[src/rtl/flood_dedup_relay_filter_defines.svh]
// ----------------------------------------------------------------------------
// Assertion macros for the flood dedup relay filter
// Each check is clocked on the rising edge and held off while reset is low.
// ----------------------------------------------------------------------------
`ifndef FLOOD_DEDUP_RELAY_FILTER_DEFINES_SVH
`define FLOOD_DEDUP_RELAY_FILTER_DEFINES_SVH

// Same-cycle implication: cons must hold whenever ante holds.
`define FDRF_ASSERT_NOW(label, clk, rst_n, ante, cons, msg) \
	label: assert property (@(posedge clk) disable iff (!rst_n) (ante) |-> (cons)) \
		else $error(msg);

// Next-cycle implication: cons must hold in the cycle after ante.
`define FDRF_ASSERT_NEXT(label, clk, rst_n, ante, cons, msg) \
	label: assert property (@(posedge clk) disable iff (!rst_n) (ante) |=> (cons)) \
		else $error(msg);

`endif

[src/rtl/fdrf_pkg.sv]
// ----------------------------------------------------------------------------
// fdrf_pkg
// Shared types and constants of the flood dedup relay filter.
// ----------------------------------------------------------------------------
package fdrf_pkg;

	// Request codes
	localparam logic [1:0] REQ_RX   = 2'd0;
	localparam logic [1:0] REQ_OWN  = 2'd1;
	localparam logic [1:0] REQ_TICK = 2'd2;

	// Configuration register indexes
	localparam logic CFG_NODE_ID  = 1'b0;
	localparam logic CFG_LIFETIME = 1'b1;

	// Hop field layout and addresses
	localparam logic [7:0]  HOP_TTL_MASK   = 8'hF0;
	localparam logic [7:0]  HOP_FWD_BIT    = 8'h02;
	localparam logic [7:0]  BCAST_ID       = 8'hFF;
	localparam logic [19:0] LIFETIME_RESET = 20'd30000;

	typedef struct packed {
		logic [7:0]  source;
		logic [7:0]  seqn;
		logic [31:0] expiry;
	} entry_t;

	// Sequencer to scan unit
	typedef struct packed {
		logic start;
		logic en;
	} scan_ctl_t;

	// Scan unit to sequencer
	typedef struct packed {
		logic dup;
		logic free_found;
	} scan_sts_t;

endpackage

[src/rtl/flood_dedup_relay_filter.sv]
// ----------------------------------------------------------------------------
// flood_dedup_relay_filter
// The input header is latched, then checked against the cache through the
// one-entry-per-cycle scan of the cache memory read port; a duplicate
// ends the scan early. A time tick or an unknown request gives no result beat.
// The input stalls for the whole scan and write step, and longer while the result
// beat is held.
// Reset clears all valid bits at once (no clearing pass), time and registers.
// ----------------------------------------------------------------------------
`include "flood_dedup_relay_filter_defines.svh"

module flood_dedup_relay_filter #(
	parameter int CACHE_ENTRIES = 32
) (
	input  logic        clk,
	input  logic        arst_n,
	// configuration write port
	input  logic        cfg_we,
	input  logic        cfg_index,
	input  logic [19:0] cfg_data,
	// input channel
	input  logic        in_valid,
	output logic        in_stall,
	input  logic [1:0]  req_type,
	input  logic [7:0]  source_id,
	input  logic [7:0]  sequence_req,
	input  logic [7:0]  dest_id,
	input  logic [7:0]  hop_bits,
	// output channel
	output logic        out_valid,
	input  logic        out_stall,
	output logic        is_duplicate,
	output logic        deliver_local,
	output logic        do_forward,
	output logic [7:0]  new_hop_bits,
	output logic        evicted
);
	import fdrf_pkg::*;

	localparam int IDX_W = $clog2(CACHE_ENTRIES);
	localparam int CNT_W = $clog2(CACHE_ENTRIES + 1);

	typedef enum logic [1:0] {
		S_IDLE,
		S_SCAN,
		S_WRITE
	} state_t;

	state_t      state_q;
	logic [CNT_W-1:0] rd_cnt_q;
	logic [31:0] cur_time_q;
	logic [7:0]  node_id_q;
	logic [19:0] lifetime_q;

	// latched request
	logic [1:0]  req_q;
	logic [7:0]  src_q;
	logic [7:0]  seq_q;
	logic [7:0]  dst_q;
	logic [7:0]  hop_q;

	// output register
	logic        out_valid_q;
	logic        dup_out_q;
	logic        deliver_q;
	logic        fwd_q;
	logic [7:0]  nhop_q;
	logic        evict_q;

	logic             in_accept;
	logic             out_free;
	logic             rd_en;
	logic             rd_vld_s1;
	logic [IDX_W-1:0] rd_idx_s1;
	entry_t           rd_entry_s1;
	logic             rd_valid_s1;
	logic             wr_en;
	logic [IDX_W-1:0] wr_addr;
	entry_t           wr_entry;
	scan_ctl_t        scan_ctl;
	scan_sts_t        scan_sts;
	logic             hit;
	logic [IDX_W-1:0] free_idx_q;
	logic [IDX_W-1:0] old_idx_q;
	logic             scan_last;

	// result of the decision, computed from the latched header
	logic [3:0]  ttl;
	logic        res_deliver;
	logic        res_fwd;
	logic [7:0]  res_nhop;

	assign in_stall  = (state_q != S_IDLE);
	assign in_accept = in_valid && !in_stall;
	assign out_free  = !out_valid_q || !out_stall;

	// Issue one read per cycle until every entry has been fetched
	assign rd_en = (state_q == S_SCAN) && (rd_cnt_q < CNT_W'(CACHE_ENTRIES));

	// Compare only while scanning and before a duplicate has been seen
	assign scan_ctl.start = in_accept && ((req_type == REQ_RX) || (req_type == REQ_OWN));
	assign scan_ctl.en    = rd_vld_s1 && (state_q == S_SCAN) && !scan_sts.dup;
	assign scan_last      = rd_idx_s1 == IDX_W'(CACHE_ENTRIES - 1);

	// Store into the first stale slot, else evict the oldest live entry
	assign wr_en            = (state_q == S_WRITE) && out_free && !scan_sts.dup;
	assign wr_addr          = scan_sts.free_found ? free_idx_q : old_idx_q;
	assign wr_entry.source  = src_q;
	assign wr_entry.seqn    = seq_q;
	assign wr_entry.expiry  = cur_time_q + {12'd0, lifetime_q};

	// Delivery and relay decision for a unique received header
	assign ttl         = hop_q[7:4];
	assign res_deliver = (req_q == REQ_RX) && ((dst_q == node_id_q) || (dst_q == BCAST_ID));
	assign res_fwd     = (req_q == REQ_RX) && (dst_q != node_id_q) && (ttl != 4'd0);
	assign res_nhop    = res_fwd ?
		((hop_q & ~HOP_TTL_MASK) | {ttl - 4'd1, 4'd0} | HOP_FWD_BIT) : 8'd0;

	fdrf_entry_store #(
		.CACHE_ENTRIES(CACHE_ENTRIES),
		.IDX_W        (IDX_W)
	) u_store (
		.clk        (clk),
		.arst_n     (arst_n),
		.rd_en      (rd_en),
		.rd_addr    (rd_cnt_q[IDX_W-1:0]),
		.rd_vld_s1  (rd_vld_s1),
		.rd_idx_s1  (rd_idx_s1),
		.rd_entry_s1(rd_entry_s1),
		.rd_valid_s1(rd_valid_s1),
		.wr_en      (wr_en),
		.wr_addr    (wr_addr),
		.wr_entry   (wr_entry)
	);

	fdrf_scan_unit #(
		.CACHE_ENTRIES(CACHE_ENTRIES),
		.IDX_W        (IDX_W)
	) u_scan (
		.clk         (clk),
		.arst_n      (arst_n),
		.ctl         (scan_ctl),
		.cur_time    (cur_time_q),
		.key_source  (src_q),
		.key_sequence(seq_q),
		.ent         (rd_entry_s1),
		.ent_valid   (rd_valid_s1),
		.ent_idx     (rd_idx_s1),
		.hit         (hit),
		.sts         (scan_sts),
		.free_idx_q  (free_idx_q),
		.old_idx_q   (old_idx_q)
	);

	// Configuration registers; write only while idle (the block does not enforce this)
	always_ff @(posedge clk or negedge arst_n) begin
		if (!arst_n) begin
			node_id_q  <= 8'd0;
			lifetime_q <= LIFETIME_RESET;
		end else if (cfg_we) begin
			case (cfg_index)
				CFG_NODE_ID:  node_id_q  <= cfg_data[7:0];
				CFG_LIFETIME: lifetime_q <= cfg_data;
				default:      node_id_q  <= node_id_q;
			endcase
		end
	end

	// Sequencer, time base and output register
	always_ff @(posedge clk or negedge arst_n) begin
		if (!arst_n) begin
			state_q     <= S_IDLE;
			rd_cnt_q    <= '0;
			cur_time_q  <= 32'd0;
			req_q       <= REQ_RX;
			src_q       <= 8'd0;
			seq_q       <= 8'd0;
			dst_q       <= 8'd0;
			hop_q       <= 8'd0;
			out_valid_q <= 1'b0;
			dup_out_q   <= 1'b0;
			deliver_q   <= 1'b0;
			fwd_q       <= 1'b0;
			nhop_q      <= 8'd0;
			evict_q     <= 1'b0;
		end else begin
			// drop the result beat once taken; the write step reloads it itself
			if (out_valid_q && !out_stall && (state_q != S_WRITE)) begin
				out_valid_q <= 1'b0;
			end
			case (state_q)
				S_IDLE: begin
					if (in_accept) begin
						case (req_type)
							REQ_RX, REQ_OWN: begin
								req_q    <= req_type;
								src_q    <= source_id;
								seq_q    <= sequence_req;
								dst_q    <= dest_id;
								hop_q    <= hop_bits;
								rd_cnt_q <= '0;
								state_q  <= S_SCAN;
							end
							REQ_TICK: cur_time_q <= cur_time_q + 32'd1;
							default:  state_q    <= S_IDLE;
						endcase
					end
				end
				S_SCAN: begin
					if (rd_en) begin
						rd_cnt_q <= rd_cnt_q + CNT_W'(1);
					end
					// advance on a live match or after the last entry
					if (scan_ctl.en && (hit || scan_last)) begin
						state_q <= S_WRITE;
					end
				end
				S_WRITE: begin
					// hold until the output register is free
					if (out_free) begin
						out_valid_q <= 1'b1;
						dup_out_q   <= scan_sts.dup;
						deliver_q   <= !scan_sts.dup && res_deliver;
						fwd_q       <= !scan_sts.dup && res_fwd;
						nhop_q      <= scan_sts.dup ? 8'd0 : res_nhop;
						evict_q     <= !scan_sts.dup && !scan_sts.free_found;
						state_q     <= S_IDLE;
					end
				end
				default: state_q <= S_IDLE;
			endcase
		end
	end

	assign out_valid     = out_valid_q;
	assign is_duplicate  = dup_out_q;
	assign deliver_local = deliver_q;
	assign do_forward    = fwd_q;
	assign new_hop_bits  = nhop_q;
	assign evicted       = evict_q;

	`FDRF_ASSERT_NOW(a_dup_quiet, clk, arst_n, out_valid && is_duplicate, !deliver_local && !do_forward && !evicted && (new_hop_bits == 8'd0), "duplicate beat carries relay or eviction flags")
	`FDRF_ASSERT_NOW(a_fwd_mark, clk, arst_n, out_valid && do_forward, new_hop_bits[1], "forwarded beat lacks forwarded bit")
	`FDRF_ASSERT_NOW(a_rd_bound, clk, arst_n, state_q == S_SCAN, rd_cnt_q <= CNT_W'(CACHE_ENTRIES), "scan read counter ran past the cache")
	`FDRF_ASSERT_NEXT(a_tick_step, clk, arst_n, in_accept && (req_type == REQ_TICK), cur_time_q == $past(cur_time_q) + 32'd1, "tick did not advance time by one")
	`FDRF_ASSERT_NOW(a_out_src, clk, arst_n, $rose(out_valid), $past(state_q) == S_WRITE, "result beat raised outside the write step")

endmodule

[src/rtl/fdrf_entry_store.sv]
// ----------------------------------------------------------------------------
// fdrf_entry_store
// Cache entry memory with registered read and flip-flop valid bits.
// ----------------------------------------------------------------------------
module fdrf_entry_store #(
	parameter int CACHE_ENTRIES = 32,
	parameter int IDX_W         = $clog2(CACHE_ENTRIES)
) (
	input  logic                 clk,
	input  logic                 arst_n,
	input  logic                 rd_en,
	input  logic [IDX_W-1:0]     rd_addr,
	output logic                 rd_vld_s1,
	output logic [IDX_W-1:0]     rd_idx_s1,
	output fdrf_pkg::entry_t     rd_entry_s1,
	output logic                 rd_valid_s1,
	input  logic                 wr_en,
	input  logic [IDX_W-1:0]     wr_addr,
	input  fdrf_pkg::entry_t     wr_entry
);
	import fdrf_pkg::*;

	entry_t                   mem_q [CACHE_ENTRIES];
	logic [CACHE_ENTRIES-1:0] valid_q;

	// Memory port: one write, one registered read
	always_ff @(posedge clk) begin
		if (wr_en) begin
			mem_q[wr_addr] <= wr_entry;
		end
		if (rd_en) begin
			rd_entry_s1 <= mem_q[rd_addr];
			rd_idx_s1   <= rd_addr;
		end
	end

	always_ff @(posedge clk or negedge arst_n) begin
		if (!arst_n) begin
			valid_q     <= '0;
			rd_vld_s1   <= 1'b0;
			rd_valid_s1 <= 1'b0;
		end else begin
			rd_vld_s1 <= rd_en;
			if (rd_en) begin
				rd_valid_s1 <= valid_q[rd_addr];
			end
			if (wr_en) begin
				valid_q[wr_addr] <= 1'b1;
			end
		end
	end

endmodule

[src/rtl/fdrf_scan_unit.sv]
// ----------------------------------------------------------------------------
// fdrf_scan_unit
// Per-entry expiry, key and age compare, reused once per scanned entry.
// ----------------------------------------------------------------------------
module fdrf_scan_unit #(
	parameter int CACHE_ENTRIES = 32,
	parameter int IDX_W         = $clog2(CACHE_ENTRIES)
) (
	input  logic                 clk,
	input  logic                 arst_n,
	input  fdrf_pkg::scan_ctl_t  ctl,
	input  logic [31:0]          cur_time,
	input  logic [7:0]           key_source,
	input  logic [7:0]           key_sequence,
	input  fdrf_pkg::entry_t     ent,
	input  logic                 ent_valid,
	input  logic [IDX_W-1:0]     ent_idx,
	output logic                 hit,
	output fdrf_pkg::scan_sts_t  sts,
	output logic [IDX_W-1:0]     free_idx_q,
	output logic [IDX_W-1:0]     old_idx_q
);
	import fdrf_pkg::*;

	logic [31:0] age_diff;
	logic [31:0] old_diff;
	logic [31:0] old_exp_q;
	logic        stale;
	logic        match;
	logic        older;
	logic        dup_q;
	logic        free_found_q;

	// Wrapping signed time: negative difference means "before"
	assign age_diff = cur_time - ent.expiry;
	assign old_diff = ent.expiry - old_exp_q;
	assign stale    = !ent_valid || !age_diff[31];
	assign match    = (ent.source == key_source) && (ent.seqn == key_sequence);
	assign older    = old_diff[31];
	assign hit      = ctl.en && !stale && match;

	assign sts.dup        = dup_q;
	assign sts.free_found = free_found_q;

	always_ff @(posedge clk or negedge arst_n) begin
		if (!arst_n) begin
			dup_q        <= 1'b0;
			free_found_q <= 1'b0;
		end else if (ctl.start) begin
			dup_q        <= 1'b0;
			free_found_q <= 1'b0;
		end else if (ctl.en) begin
			if (stale) begin
				free_found_q <= 1'b1;
			end
			if (hit) begin
				dup_q <= 1'b1;
			end
		end
	end

	always_ff @(posedge clk) begin
		if (ctl.en) begin
			if (stale && !free_found_q) begin
				free_idx_q <= ent_idx;
			end
			if (ent_idx == '0) begin
				old_exp_q <= ent.expiry;
				old_idx_q <= '0;
			end else if (!stale && !match && older) begin
				old_exp_q <= ent.expiry;
				old_idx_q <= ent_idx;
			end
		end
	end

endmodule
[config.mk]
export PLATFORM = sky130hd
export DESIGN_NAME = flood_dedup_relay_filter
export DESIGN_NICKNAME = d
export VERILOG_FILES = /design/src/rtl/fdrf_pkg.sv /design/src/rtl/flood_dedup_relay_filter.sv /design/src/rtl/fdrf_entry_store.sv /design/src/rtl/fdrf_scan_unit.sv
export VERILOG_INCLUDE_DIRS = /design/src /design/src/rtl
export SDC_FILE = /design/constraint.sdc
export NUM_CORES = 2
export LEC_CHECK = 0
export BUFFER_PORTS_ARGS = -buffer_cell sky130_fd_sc_hd__buf_2
export CORE_MARGIN = 3
export CORE_UTILIZATION = 30
export DETAILED_ROUTE_END_ITERATION = 16
export PLACE_DENSITY = 0.44
export SYNTH_ARGS = -nofsm -noshare
export SYNTH_HDL_FRONTEND = slang
export SYNTH_SLANG_ARGS = --single-unit
[constraint.sdc]
create_clock -name clk -period 7.4 [get_ports clk]
set_input_delay 0.37 -clock clk [delete_from_list [all_inputs] [get_ports clk]]
set_output_delay 0.37 -clock clk [all_outputs]
set_load 0.02 [all_outputs]
==> metrics.cfg <==
[run_status]
status=finished, final reports clean

[die]
die_h_um=489
rows=176
start_util_pct=30.3
core_mm2=0.231
ios=74
die_w_um=489
dieArea_mm2=0.239

[synthesis]
synth_compound_area_share_pct=1.21
synth_common_cells=1631 x edfxtp_1, 490 x mux4_2, 153 x nand2_1
synth_ff_type=edfxtp_1
synth.most_common_cell=edfxtp_1
synth-edff-count=1631
netlist_instances=3239
synthMuxAreaShare_pct=17.1
synth.cell_area_mm2=0.0701
ys_ff_latch=1780
synth_top_area_cell=edfxtp_1
syn_nets=3384
synth.top_cell.area_share_pct=69.9
ys_warn_count=0
synthXorXnorAreaFrac_pct=1.15
synth_top_family_by_area=multiplexers
ys_types=70
postSynth.asyncResetShare_pct=8.37
postSynthAreaPerCell_um2=21.6
synth-simple-area-share_pct=2.55
synthAdderAreaFrac_pct=1.53
ys_seq_area_share_pct=75.2
synthTopCellsByArea=edfxtp_1 70%, mux4_2 16%, dfrtp_1 5.1%, ha_1 1.5%, mux2_2 1.3%

[clock_network]
cts_sinks=1780
insertion_delay_ps=840
cts_max_level=4
numCtsBuffers=188
clock_path_buffers=3
path_clk_slew_ps=60
cts_tree=yes
root_buffer=clkbuf_16

[route]
drt_iter0_drc=3112
wl_per_cell_um=27.6
avgViaCountPerCell=4.88
drc=0
num_vias=32780
wl_um=186000
first_pass_iters=5
antenna_left=0

[setup_path]
crit_path_end_kind=register
cp-start-kind=register
reg2reg_slack_ps=2830
r2r-start=cur_time_q[4]
crit_required_ps=7830
crit_fanout=32
slowest_delay_ps=1010
rr_endpoint=u_store.mem_q[24][23]
cp_slowest_cell=xnor2_2
worstPathArrival_ps=5000
r2r_cells=9
path_class=reg2reg
crit_chain=ha_1 > o211ai_1 > o21ai_1 > o31a_1 > a221o_1 > nand2_1 > o22ai_1 > nand3_1 > xnor2_2

[pwr]
switching_share_pct=28.6
power.leakage_nw=27.2
pwr-share-clk_pct=31.9
vdd_ir_drop_max_uv=460
p_seq_share_pct=43.8
intPower_mw=21.4
power.switching_mw=8.57
p_comb_share_pct=24.3
totalPowerFinal_mw=29.9
p_per_area_mw_per_mm2=365

[grt]
track_usage_pct=15.6
grt_pass1_vias=34457
antenna_found_initial=8
grt-ovfl-total=0
grt_pass1_wl_um=265000
grt_max_degree=130

[timing]
min_period_ps=4570
final_min_period_over_clock_period_pct=61.7
rsz0062_at_grt=no
timing.setup.tns_ps=0
report.final.slew_viol_count=0
finalSetupViolations=0
fin_skew_ps=26.1
hold_violations=0
clock.fmax_mhz=219
slew_headroom_pct=11.4
tightest_slew_ps=1330

[flow_run]
cap_violations=0

[min_path]
hold_path_end=node_id_q[5]
hold_path_depth=3
hold_start=cfg_index
min-delay-path-class=in2reg

[layout]
post_route_cells_drive_above_1_share_pct=31.0
layout.nets=3673
areaGrowthSynthToFinish_pct=17.1
postLayoutCellArea_mm2=0.0820

[place]
port_buffers=72
place_congestion=0.739
place_area_mm2=0.0751
place_hpwl_um=101000

==> cell type report <==
| type | count | area, um2 |
|---|---|---|
| fill | 21273 | 149000 |
| antenna | 2 | 5.00 |
| sequential | 1780 | 52700 |
| multi-input combinational | 1245 | 17000 |
| clock inverter | 110 | 1270 |
| tap | 3026 | 3790 |
| inverter | 74 | 278 |
| timing repair buffer | 239 | 1980 |
| clock buffer | 239 | 5000 |
==> state kept, by name (all words and copies together) (netlist names), 5 cells and up <==
name,count
hop_q,7
new_hop_bits,8
seq_q,8
u_store.mem_q,1536
dst_q,8
u_store.rd_entry_s1,48
rd_cnt_q,6
cur_time_q,32
u_scan.old_idx_q,5
u_store.rd_idx_s1,5
lifetime_q,20
u_store.valid_q,32
u_scan.free_idx_q,5
node_id_q,8
u_scan.old_exp_q,32
src_q,8
==> cell usage in the layout, fill, tap and decap left out, types with 43 or more instances in the layout <==
cell type	count
clkbuf_1	43
buf_2	71
nand2_1	152
ha_1	84
dfrtp_1	137
nor2_1	43
clkbuf_16	190
inv_1	73
edfxtp_1	1631
dlygate4sd3_1	57
buf_4	92
mux4_2	490
mux2_2	80
==> logic make-up (layout without fill, tap and decap cells) <==
kind of cell / Yosys count / count (layout)
flip-flops: 1780 / 1780
multiplexers: 574 / 574
AND/OR/NAND/NOR: 363 / 363
buffers and inverters: 214 / 662
AO/OA/AOI/OAI: 131 / 131
XOR/XNOR: 92 / 92
adder cells (fa/ha/maj): 85 / 85
other: 0 / 2
==> worst max-delay path, delay by kind of cell, from the launching register on <==
family                     cells  cell delay [ps]
xor gates and xnor gates       1             1010
DFF                            1              470
and+or+nand+nor                2              330
AOI/OAI and AO/OA              5             1920
adders and majority gates      1              410
==> worst max-delay path by stage <==
stage               slack, ps           from                    end
floorplan                2940  cur_time_q[4]    u_scan.old_exp_q[0]
global placement         2770  cur_time_q[4]   u_store.mem_q[4][29]
detailed placement       2690  cur_time_q[4]   u_store.mem_q[5][29]
CTS                      2680  cur_time_q[4]   u_store.mem_q[6][29]
global route             2460  cur_time_q[4]  u_store.mem_q[18][23]
finish                   2830  cur_time_q[4]  u_store.mem_q[24][23]
==> metal layers <==
layer  vias up  GRT usage (%)  wire length (um)
met3       199           2.28              8280
li1      13934              -                 -
met2       750           26.3             93300
met5         -              0                 0
met4         0           3.76              3370
met1     17897           21.1             80700
==> power by group through the flow <==
stage,sequential [mW],clock (mW),combinational [mW]
2_1_floorplan,12.9,0,5.27
3_3_place_gp,13.3,0,7.44
3_5_place_dp,13.4,0,7.43
4_1_cts,13.2,9.83,7.47
5_1_grt,13.2,10.2,7.88
6_report,13.1,9.55,7.27
==> stage by stage <==
step | instances | hold slack [ps] | util, % | setup slack, ps
2_1_floorplan | 3239 | 74.4 | - | 2940
3_3_place_gp | 6305 | 447 | 32.5 | 2770
5_1_grt | 6714 | 48.4 | 35.5 | 2460
6_report | 6715 | 82.6 | 35.5 | 2830
4_1_cts | 6711 | 8.23 | 35.5 | 2680
3_5_place_dp | 6305 | 450 | 32.5 | 2690
==> repair_timing <==
item / in CTS / in global routing
endpoints found under the hold margin: 161 / 0
setup buffers: 0 / 0
resized for setup: 0 / 0
hold buffers: 57 / 0
Note: power is estimated with default switching activity, not from simulation.
